==> src/rtl/core/sacl_pkg.sv <==
// ----------------------------------------------------------------------------
// sacl_pkg
// shared constants and types of the set associative cache lookup with lru
// ----------------------------------------------------------------------------
package sacl_pkg;

  // cache geometry, all powers of two
  localparam int unsigned SETS        = 64;
  localparam int unsigned WAYS        = 4;
  localparam int unsigned BLOCK_BYTES = 64;
  localparam int unsigned ADDR_BITS   = 32;

  // beat field widths
  localparam int unsigned IN_ADDR_W = 32;
  localparam int unsigned OUT_WAY_W = 2;
  localparam int unsigned OUT_SET_W = 6;
  localparam int unsigned CNT_W     = 32;

  localparam int unsigned OFFSET_W = $clog2(BLOCK_BYTES);
  localparam int unsigned SET_W    = $clog2(SETS);
  localparam int unsigned TAG_W    = ADDR_BITS - OFFSET_W - SET_W;
  localparam int unsigned WAY_W    = $clog2(WAYS);
  localparam int unsigned RANK_W   = $clog2(WAYS);

  typedef logic [SET_W-1:0]  set_idx_t;
  typedef logic [TAG_W-1:0]  tag_t;
  typedef logic [WAY_W-1:0]  way_t;
  typedef logic [RANK_W-1:0] rank_t;
  typedef logic [CNT_W-1:0]  cnt_t;

  // one memory row holds a whole set
  typedef struct packed {
    logic [WAYS-1:0]             valid;
    logic [WAYS-1:0][RANK_W-1:0] rank;
    logic [WAYS-1:0][TAG_W-1:0]  tag;
  } set_row_t;

  // outcome of one lookup
  typedef struct packed {
    logic            hit;
    logic            evicted;
    way_t            way;
    logic [WAYS-1:0] match;
  } dec_t;

endpackage

==> src/rtl/core/sacl_way_sel.sv <==
// ----------------------------------------------------------------------------
// sacl_way_sel
// tag compare, victim choice and lru rank update for one set row
// ----------------------------------------------------------------------------
module sacl_way_sel (
  input  sacl_pkg::set_row_t row_i,
  input  sacl_pkg::tag_t     tag_i,
  output sacl_pkg::dec_t     dec_o,
  output sacl_pkg::set_row_t row_o
);
  import sacl_pkg::*;

  logic [WAYS-1:0] match;
  logic            hit;
  logic            has_free;
  way_t            hit_way;
  way_t            free_way;
  way_t            lru_way;
  way_t            use_way;
  rank_t           old_rank;

  always_comb begin
    hit_way  = '0;
    free_way = '0;
    lru_way  = '0;
    has_free = 1'b0;
    for (int w = 0; w < WAYS; w++) begin
      match[w] = row_i.valid[w] && (row_i.tag[w] == tag_i);
    end
    hit = |match;
    // walk downward so the lowest way wins
    for (int w = WAYS - 1; w >= 0; w--) begin
      if (match[w]) begin
        hit_way = WAY_W'(w);
      end
      if (!row_i.valid[w]) begin
        free_way = WAY_W'(w);
        has_free = 1'b1;
      end
      if (row_i.rank[w] == RANK_W'(WAYS - 1)) begin
        lru_way = WAY_W'(w);
      end
    end
    priority if (hit) begin
      use_way = hit_way;
    end else if (has_free) begin
      use_way = free_way;
    end else begin
      use_way = lru_way;
    end
  end

  always_comb begin
    old_rank = row_i.rank[use_way];
    row_o    = row_i;
    if (!hit) begin
      row_o.tag[use_way]   = tag_i;
      row_o.valid[use_way] = 1'b1;
    end
    for (int w = 0; w < WAYS; w++) begin
      if (WAY_W'(w) == use_way) begin
        row_o.rank[w] = '0;
      end else if (row_i.rank[w] < old_rank) begin
        row_o.rank[w] = row_i.rank[w] + RANK_W'(1);
      end
    end
  end

  assign dec_o.hit     = hit;
  assign dec_o.evicted = !hit && !has_free;
  assign dec_o.way     = use_way;
  assign dec_o.match   = match;

endmodule

==> config.mk <==
export PLATFORM = sky130hd
export DESIGN_NAME = sacl_way_sel
export DESIGN_NICKNAME = d
export VERILOG_FILES = /design/src/rtl/core/sacl_pkg.sv /design/src/rtl/core/sacl_way_sel.sv
export SDC_FILE = /design/constraint.sdc
export NUM_CORES = 1
export LEC_CHECK = 0
export ABC_CLOCK_PERIOD_IN_PS = 6700
export BUFFER_PORTS_ARGS = -buffer_cell sky130_fd_sc_hd__buf_2
export CAP_MARGIN = 20
export CORE_MARGIN = 5
export CORE_UTILIZATION = 48
export DETAILED_ROUTE_END_ITERATION = 6
export PLACE_DENSITY = 0.9
export SYNTH_ARGS = -nofsm -noshare
export SYNTH_HDL_FRONTEND = slang
export SYNTH_SLANG_ARGS = --single-unit
==> constraint.sdc <==
create_clock -name vclk -period 6.7
set_clock_uncertainty 0.1 [all_clocks]
set_input_delay 0.67 -clock vclk [all_inputs]
set_output_delay 0.67 -clock vclk [all_outputs]
set_load 0.005 [all_outputs]
==> results.json, run 1 <==
{
  "setup_viol": 0,
  "worstHoldPathCells": 3,
  "cts_resized": 0,
  "cap_violations": 0,
  "endpoint_kind": "primary output",
  "yosysSeqAreaShare_pct": 0,
  "dp_worst_setup_slack_ns": 1.72,
  "dr_total_vias": 3573,
  "timing.final.ws_setup_ns": 1.66,
  "die_y_microns": 91.1,
  "swShare_pct": 51.3,
  "fill_cells": 529,
  "seq_area_sq_um": 0,
  "min_path_type": "in2out",
  "startpoint_type": "input port",
  "power_density_mw_per_mm2": 79.2,
  "syn_nets": 480,
  "worstMarginPinSlew_ns": 1.06,
  "slew_violations": 0,
  "drt_iter0_drc": 175,
  "place_area_sq_mm": 0.00408,
  "crit_chain": "buf_2 > xnor2_1 > nand4_1 > nor4_1 > nand3_1 > a311o_2 > inv_6 > mux2_2 > o21ai_0 > ha_1 > nor4_2 > o31a_1 > o21a_1 > buf_2",
  "ctsHoldBuffers": 0,
  "grt_max_degree": 22,
  "wl_per_cell_microns": 20.1,
  "worst_ep_required_time_ns": 5.93,
  "dp.cells": 618,
  "slowest_stage": "a311o_2",
  "fin_hold_ws_ns": 1.54,
  "crit_top_cell": "buf_2",
  "synth_top_area_share_pct": 18.1,
  "ant_nets": 0,
  "start_util_pct": 49.5,
  "crit_fanout": 8,
  "dp_hpwl_mm": 10.9,
  "tns_ns": 0,
  "finalHoldViolCount": 0,
  "period_share_pct": 75.2,
  "nClkBuffers": 0,
  "p_sw_uw": 166,
  "ys_warn_count": 0,
  "routabilityCongestion": 1.04,
  "rows": 29,
  "drt_pass1_iterations": 4,
  "cp_slowest_stage_delay_ns": 0.49,
  "syn_inst": 360,
  "intPower_uw": 157,
  "synth.distinct_cells": 62,
  "portBuffers": 212,
  "leakagePower_uw": 0.00196,
  "final_common_cell": "buf_2",
  "track_usage_pct": 27.0,
  "grt_pass1_wl_mm": 18.8,
  "grt_pass1_vias": 3697,
  "min_to": "row_o[5]",
  "pin_count": 212,
  "drt-total-wl_mm": 12.4,
  "flops_and_latches": 0,
  "synth_area_sq_mm": 0.00316,
  "final_cell_mix": "buf_2, xnor2_1, mux2_1",
  "seqPwrFrac_pct": 0,
  "min_from": "row_i[5]",
  "combPwrFrac_pct": 100.0,
  "post-cts-setup-buffer-count": 0,
  "worst_ep_arrival_time_ns": 4.27,
  "layoutNonFillerInstCount": 619,
  "die_area_sq_mm": 0.00830,
  "die_w_microns": 91.1,
  "status": "completed",
  "viasPerCell": 5.77,
  "syn_to_final_growth_pct": 29.1,
  "final_area_sq_mm": 0.00408,
  "drive_gt1_share_pct": 51.2,
  "crit_type": "in2out",
  "fin_nets": 663,
  "power_frac_clock_pct": 0,
  "finalCriticalPeriod_ns": 5.04,
  "drc": 0,
  "clock.fmax_mhz": 199,
  "overflow": 0,
  "netlist_top_cells_area": "mux2_4, xnor2_1, mux2_1",
  "yosys.area.top_type": "mux2_4",
  "vdd_drop_max_mv": 0.0606,
  "syn_avg_cell_area_sq_um": 8.78,
  "antenna_found_initial": 0,
  "grt_setup_unrepaired": "no",
  "relSlewSlack_pct": 29.4,
  "core_sq_mm": 0.00639
}
==> power by group through the flow <==
stage	combinational [uW]	sequential, uW	clock (uW)
floorplan	200	0	0
global placement	313	0	0
detailed placement	319	0	0
CTS	321	0	0
global route	347	0	0
finish	323	0	0.0000200
==> Yosys cell counts, types with 2 or more instances <==
| cell | count |
|---|---|
| a211oi_2 | 2 |
| a31oi_1 | 4 |
| and3_1 | 2 |
| and4_1 | 3 |
| buf_2 | 13 |
| buf_4 | 7 |
| buf_6 | 11 |
| ha_1 | 8 |
| inv_1 | 10 |
| mux2_1 | 40 |
| mux2_2 | 3 |
| mux2_4 | 38 |
| mux2i_1 | 6 |
| nand2_1 | 24 |
| nand2b_1 | 2 |
| nand3_1 | 8 |
| nand4_1 | 17 |
| nand4bb_1 | 2 |
| nor2_1 | 7 |
| nor2_4 | 3 |
| nor3_1 | 7 |
| nor3b_1 | 2 |
| nor4_1 | 13 |
| o211ai_1 | 2 |
| o21ai_0 | 7 |
| o21ai_2 | 2 |
| or2_1 | 3 |
| or4_1 | 2 |
| xnor2_1 | 54 |
| xor2_1 | 26 |
==> routing by layer <==
| metal | global-route usage, % | part of all wire (%) | up-vias |
|---|---|---|---|
| li1 | - | - | 1671 |
| met1 | 30.6 | 37 | 1655 |
| met2 | 49.9 | 52 | 206 |
| met3 | 5.21 | 8.0 | 41 |
| met4 | 9.41 | 3.7 | 0 |
| met5 | 0 | 0 | - |
==> critical path, delay by kind of cell <==
| kind | cells | cell delay, ns |
|---|---|---|
| AO/OA/AOI/OAI | 4 | 1.38 |
| XOR/XNOR | 1 | 0.28 |
| adder cells (fa/ha/maj) | 1 | 0.37 |
| buffers and inverters | 3 | 0.43 |
| multiplexers | 1 | 0.33 |
| AND/OR/NAND/NOR | 4 | 0.79 |
==> cell type report <==
type | instances | area, sq um | share of cell area (%)
diodes | 1 | 2.50 | 0.0613
well taps | 77 | 96.3 | 2.36
multi-input cells | 318 | 2870 | 70.4
inverters | 11 | 46.3 | 1.13
repair buffers | 212 | 1060 | 26.0
==> how the worst max path moves through the flow <==
stage | cells after the start | startpoint | slack (ns) | end
6_report | 14 | tag_i[13] | 1.66 | row_o[81]
5_1_grt | 14 | tag_i[13] | 1.39 | row_o[81]
4_1_cts | 14 | tag_i[13] | 1.69 | row_o[81]
3_5_place_dp | 14 | tag_i[13] | 1.72 | row_o[81]
3_3_place_gp | 14 | tag_i[13] | 1.81 | row_o[81]
2_1_floorplan | 14 | tag_i[9] | 2.27 | row_o[81]
==> metrics by stage <==
stage | utilization [%] | total power (uW)
6_report | 63.9 | 323
5_1_grt | 63.9 | 347
4_1_cts | 63.9 | 321
3_5_place_dp | 63.9 | 319
3_3_place_gp | 63.9 | 313
2_1_floorplan | - | 200
==> cells by family after synthesis <==
logic type	count (synthesis)	synth area share, %
muxes	87	35.3
adders and majority gates	8	3.17
xor gates and xnor gates	80	22.2
AOI/OAI and AO/OA	30	7.92
buffers and inverters	42	9.11
and+or+nand+nor	113	22.3
No activity file was read; power rests on OpenSTA's default activity.
==> inputs of run 2 (changes only) <==
--- a/config.mk
+++ b/config.mk
@@ -5,13 +5,14 @@
 export SDC_FILE = /design/constraint.sdc
 export NUM_CORES = 1
 export LEC_CHECK = 0
-export ABC_CLOCK_PERIOD_IN_PS = 6700
+export ABC_AREA = 1
+export ABC_CLOCK_PERIOD_IN_PS = 4400
 export BUFFER_PORTS_ARGS = -buffer_cell sky130_fd_sc_hd__buf_2
 export CAP_MARGIN = 20
 export CORE_MARGIN = 5
-export CORE_UTILIZATION = 48
+export CORE_UTILIZATION = 39
 export DETAILED_ROUTE_END_ITERATION = 6
-export PLACE_DENSITY = 0.9
+export PLACE_DENSITY = 0.8
 export SYNTH_ARGS = -nofsm -noshare
 export SYNTH_HDL_FRONTEND = slang
 export SYNTH_SLANG_ARGS = --single-unit
==> constraint.sdc (replaced) <==
create_clock -name vclk -period 4.4
set_clock_uncertainty 0.1 [all_clocks]
set_input_delay 0.44 -clock vclk [all_inputs]
set_output_delay 0.44 -clock vclk [all_outputs]
set_load 0.005 [all_outputs]
==> results.json, run 2 <==
{
  "status": "completed",
  "die_y_microns": 97.2,
  "worst_ep_arrival_time_ns": 3.17,
  "setup_viol": 0,
  "overflow": 0,
  "endpoint_kind": "primary output",
  "finalCriticalPeriod_ns": 3.71,
  "netlist_top_cells_area": "nand2_1, inv_1, o21ai_1",
  "final_cell_mix": "nand2_1, buf_2, inv_1",
  "fin_nets": 979,
  "grt_max_degree": 42,
  "vdd_drop_max_mv": 0.0609,
  "p_total_uw": 472,
  "start_util_pct": 40.4,
  "antenna_found_initial": 0,
  "ctsHoldBuffers": 0,
  "ant_nets": 0,
  "yosys.area.top_type": "nand2_1",
  "syn_to_final_growth_pct": 36.8,
  "drt_pass1_iterations": 7,
  "dp_hpwl_mm": 11.0,
  "viasPerCell": 4.79,
  "drive_gt1_share_pct": 31.6,
  "cts_resized": 0,
  "seq_area_sq_um": 0,
  "syn_nets": 780,
  "place_area_sq_mm": 0.00406,
  "ys_warn_count": 0,
  "core_sq_mm": 0.00733,
  "startpoint_type": "input port",
  "final_area_sq_mm": 0.00406,
  "leakagePower_uw": 0.00278,
  "period_share_pct": 84.3,
  "drc": 0,
  "syn_avg_cell_area_sq_um": 4.49,
  "relSlewSlack_pct": 58.7,
  "routabilityCongestion": 0.956,
  "finalHoldViolCount": 0,
  "wl_per_cell_microns": 13.5,
  "yosys-top-cells-count": "nand2_1, inv_1, o21ai_1",
  "track_usage_pct": 25.1,
  "diodes": 0,
  "slew_violations": 0,
  "clock.fmax_mhz": 270,
  "die_w_microns": 97.2,
  "crit_type": "in2out",
  "pin_count": 212,
  "rows": 31,
  "cap_violations": 0,
  "dp.cells": 956,
  "worstMarginPinSlew_ns": 0.619,
  "flops_and_latches": 0,
  "grt_setup_unrepaired": "no",
  "post-cts-setup-buffer-count": 0,
  "synth_most_common_cell": "nand2_1",
  "drt_iter0_drc": 353,
  "fill_cells": 826,
  "grt_pass1_wl_mm": 20.1,
  "min_path_type": "in2out",
  "yosysSeqAreaShare_pct": 0,
  "synth_area_sq_mm": 0.00296,
  "drt-total-wl_mm": 12.9,
  "crit_fanout": 9,
  "dr_total_vias": 4580,
  "portBuffers": 212,
  "synth.distinct_cells": 31,
  "final_common_cell": "nand2_1",
  "grt_pass1_vias": 4203,
  "synth_top_area_share_pct": 40.0,
  "power_density_mw_per_mm2": 116,
  "die_area_sq_mm": 0.00944,
  "worst_ep_required_time_ns": 3.86,
  "post-route-util_pct": 55.3,
  "layoutNonFillerInstCount": 956,
  "tns_ns": 0,
  "syn_inst": 660,
  "nClkBuffers": 0
}
[run 2: path summary, 6_finish.rpt]
check  startpoint         to  slack [ns]  cells after the start
min     row_i[52]  row_o[52]        1.08                      4
max     tag_i[14]  row_o[84]        0.69                     19
[run 2: cell type report]
cell class                 instances  area [sq um]  area share [%]
multi-input combinational        531          2430            60.0
timing repair buffer             215          1080            26.7
inverter                         111           417            10.3
tap                               99           124            3.05
[run 2: metal layers]
metal	part of all wire [%]	global-route usage (%)	vias up
li1	-	-	2418
met3	8.9	4.38	30
met2	46	43.9	219
met5	0	0	-
met4	2.4	5.51	0
met1	43	32.0	1913
[run 2: critical path: stages]
cell	delay, ns
buf_2	0.14
inv_2	0.14
nand2_1	0.08
o21ai_0	0.08
nor2_1	0.07
nand2_1	0.09
nor2_1	0.04
nand3_1	0.12
nand2_1	0.11
nor2_4	0.21
nand2_4	0.09
nand2_4	0.11
nor2_2	0.06
a22o_1	0.20
a211oi_1	0.41
ha_1	0.34
o31ai_1	0.24
a21oi_1	0.06
buf_2	0.13
[run 2: report_power, final]
part	internal, uW	switching (uW)	leakage, uW
sequential	0	0	0
combinational	192	281	0.00278
clock	0	0	0
total	192	281	0.00278
[run 2: kinds of logic after synthesis]
| kind of cell | after synthesis | synth area share, % |
|---|---|---|
| xor gates and xnor gates | 7 | 2.07 |
| AOI/OAI and AO/OA | 108 | 21.1 |
| adders and majority gates | 8 | 3.38 |
| buffers and inverters | 129 | 18.0 |
| and+or+nand+nor | 408 | 55.4 |
[run 2: stage by stage]
stage,setup slack (ns),hold slack [ns]
6_report,0.691,1.08
2_1_floorplan,1.21,0.859
3_5_place_dp,0.705,1.08
4_1_cts,0.688,1.08
5_1_grt,0.335,1.10
3_3_place_gp,0.714,1.08
==> inputs of run 3 (changes only) <==
--- a/config.mk
+++ b/config.mk
@@ -6,7 +6,7 @@
 export NUM_CORES = 1
 export LEC_CHECK = 0
 export ABC_AREA = 1
-export ABC_CLOCK_PERIOD_IN_PS = 4400
+export ABC_CLOCK_PERIOD_IN_PS = 3000
 export BUFFER_PORTS_ARGS = -buffer_cell sky130_fd_sc_hd__buf_2
 export CAP_MARGIN = 20
 export CORE_MARGIN = 5
==> constraint.sdc (replaced) <==
create_clock -name vclk -period 3
set_clock_uncertainty 0.1 [all_clocks]
set_input_delay 0.3 -clock vclk [all_inputs]
set_output_delay 0.3 -clock vclk [all_outputs]
set_load 0.005 [all_outputs]
==> results.json, run 3 (synthesis results as in run 2) <==
{
  "slew_violations": 0,
  "crit_type": "in2out",
  "die_w_microns": 97.2,
  "viasPerCell": 5.00,
  "endpoint": "row_o[84]",
  "flops_and_latches": 0,
  "period_share_pct": 107,
  "diodes": 0,
  "fin_nets": 1044,
  "power_frac_clock_pct": 0,
  "relSlewSlack_pct": 82.8,
  "drt_pass1_iterations": 5,
  "routabilityCongestion": 1.02,
  "syn_to_final_growth_pct": 70.4,
  "startpoint_type": "input port",
  "dp_hpwl_mm": 11.7,
  "swShare_pct": 55.0,
  "antenna_found_initial": 0,
  "nClkBuffers": 0,
  "dr_total_vias": 5105,
  "seqPwrFrac_pct": 0,
  "final_common_cell": "nand2_1",
  "min_path_type": "in2out",
  "power_density_mw_per_mm2": 175,
  "drc": 0,
  "die_y_microns": 97.2,
  "worstMarginPinSlew_ns": 0.256,
  "portBuffers": 212,
  "min_from": "row_i[32]",
  "ant_nets": 0,
  "final_cell_mix": "nand2_1, buf_2, inv_1",
  "critPathLaunch": "tag_i[16]",
  "grt_max_degree": 42,
  "crit_cells": 18,
  "finalCriticalPeriod_ns": 3.21,
  "worst_ep_arrival_time_ns": 2.81,
  "place_area_sq_mm": 0.00447,
  "pin_count": 212,
  "grt_setup_unrepaired": "yes",
  "clock.fmax_mhz": 312,
  "intPower_uw": 399,
  "final_area_sq_mm": 0.00505,
  "cpLargestDelayFamily": "simple AND/OR/NAND/NOR gates",
  "drt-total-wl_mm": 14.7,
  "grt_pass1_vias": 4490,
  "status": "finished, violations left",
  "track_usage_pct": 27.2,
  "drt_iter0_drc": 327,
  "rows": 31,
  "seq_area_sq_um": 0,
  "cap_violations": 0,
  "path_buf_inv": 4,
  "die_area_sq_mm": 0.00944,
  "finalHoldViolCount": 0,
  "fin_hold_ws_ns": 0.793,
  "failed_checks": "setup timing",
  "wl_per_cell_microns": 14.4,
  "vdd_drop_max_mv": 0.104,
  "combPwrFrac_pct": 100.0,
  "setup_viol": 8,
  "endpoint_kind": "primary output",
  "worst_ep_required_time_ns": 2.60,
  "crit_chain": "buf_2 > xnor2_1 > nand3_1 > nor2_2 > nand3_2 > nand2_2 > nor2_4 > nand2_4 > nand2_8 > nand2_4 > inv_2 > a22o_1 > a211oi_2 > buf_4 > ha_4 > o31ai_2 > a21oi_2 > buf_2",
  "overflow": 0,
  "grt_pass1_wl_mm": 21.6,
  "start_util_pct": 40.4,
  "cp_slowest_stage_delay_ns": 0.24,
  "slowest_stage": "o31ai_2",
  "core_sq_mm": 0.00733,
  "p_sw_uw": 487,
  "crit_fanout": 5,
  "leakagePower_uw": 0.00320,
  "timing.final.ws_setup_ns": -0.207,
  "drive_gt1_share_pct": 43.6
}
==> run 3: area by class of cell <==
class              count  area [sq um]
inverters            111           459
repair buffers       280          1740
well taps             99           124
multi-input cells    531          2730
fillers              688          2280
==> run 3: worst min-delay path by stage <==
stage / endpoint / slack, ns / cells past startpoint
global route: row_o[12] / 0.82 / 4
CTS: row_o[8] / 0.81 / 4
floorplan: row_o[90] / 0.58 / 2
finish: row_o[32] / 0.79 / 4
global placement: row_o[26] / 0.80 / 4
detailed placement: row_o[8] / 0.80 / 4
==> run 3: worst min-delay path, cell delays in order <==
cell	delay, ns
buf_6	0.08
nand2_1	0.04
o21ai_1	0.06
buf_2	0.11
==> run 3: repair_timing <==
| action | in CTS | in global routing |
|---|---|---|
| hold buffers | 0 | 0 |
| buffers inserted | 3 | 10 |
| pin swaps | 11 | 57 |
| setup endpoints to repair | 8 | 8 |
| gates resized for setup | 31 | 118 |
==> run 3: per-layer routing <==
metal  wire [microns]  vias up  track usage [%]
met4              494        0             6.59
met3             1280       51             4.31
met2             6970      283             47.8
met5                0        -                0
met1             5920     2217             34.4
li1                 -     2554                -
==> run 3: per-stage QoR <==
step	cells	util, %	TNS (ns)	power, uW	worst slack, ns
after CTS	1011	62.9	-0.303	782	-0.0653
after detailed placement	1008	61.0	-1.18	750	-0.173
after global routing	1021	68.9	-2.36	970	-0.381
after global placement	1008	61.0	-0.186	740	-0.0386
final	1021	68.9	-1.30	886	-0.207
after floorplan	660	-	0	384	0.0865
==> run 3: power by group through the flow <==
stage	combinational, uW	clock, uW	sequential [uW]
6_report	886	0	0
5_1_grt	970	0	0
4_1_cts	782	0	0
3_5_place_dp	750	0	0
3_3_place_gp	740	0	0
2_1_floorplan	384	0	0
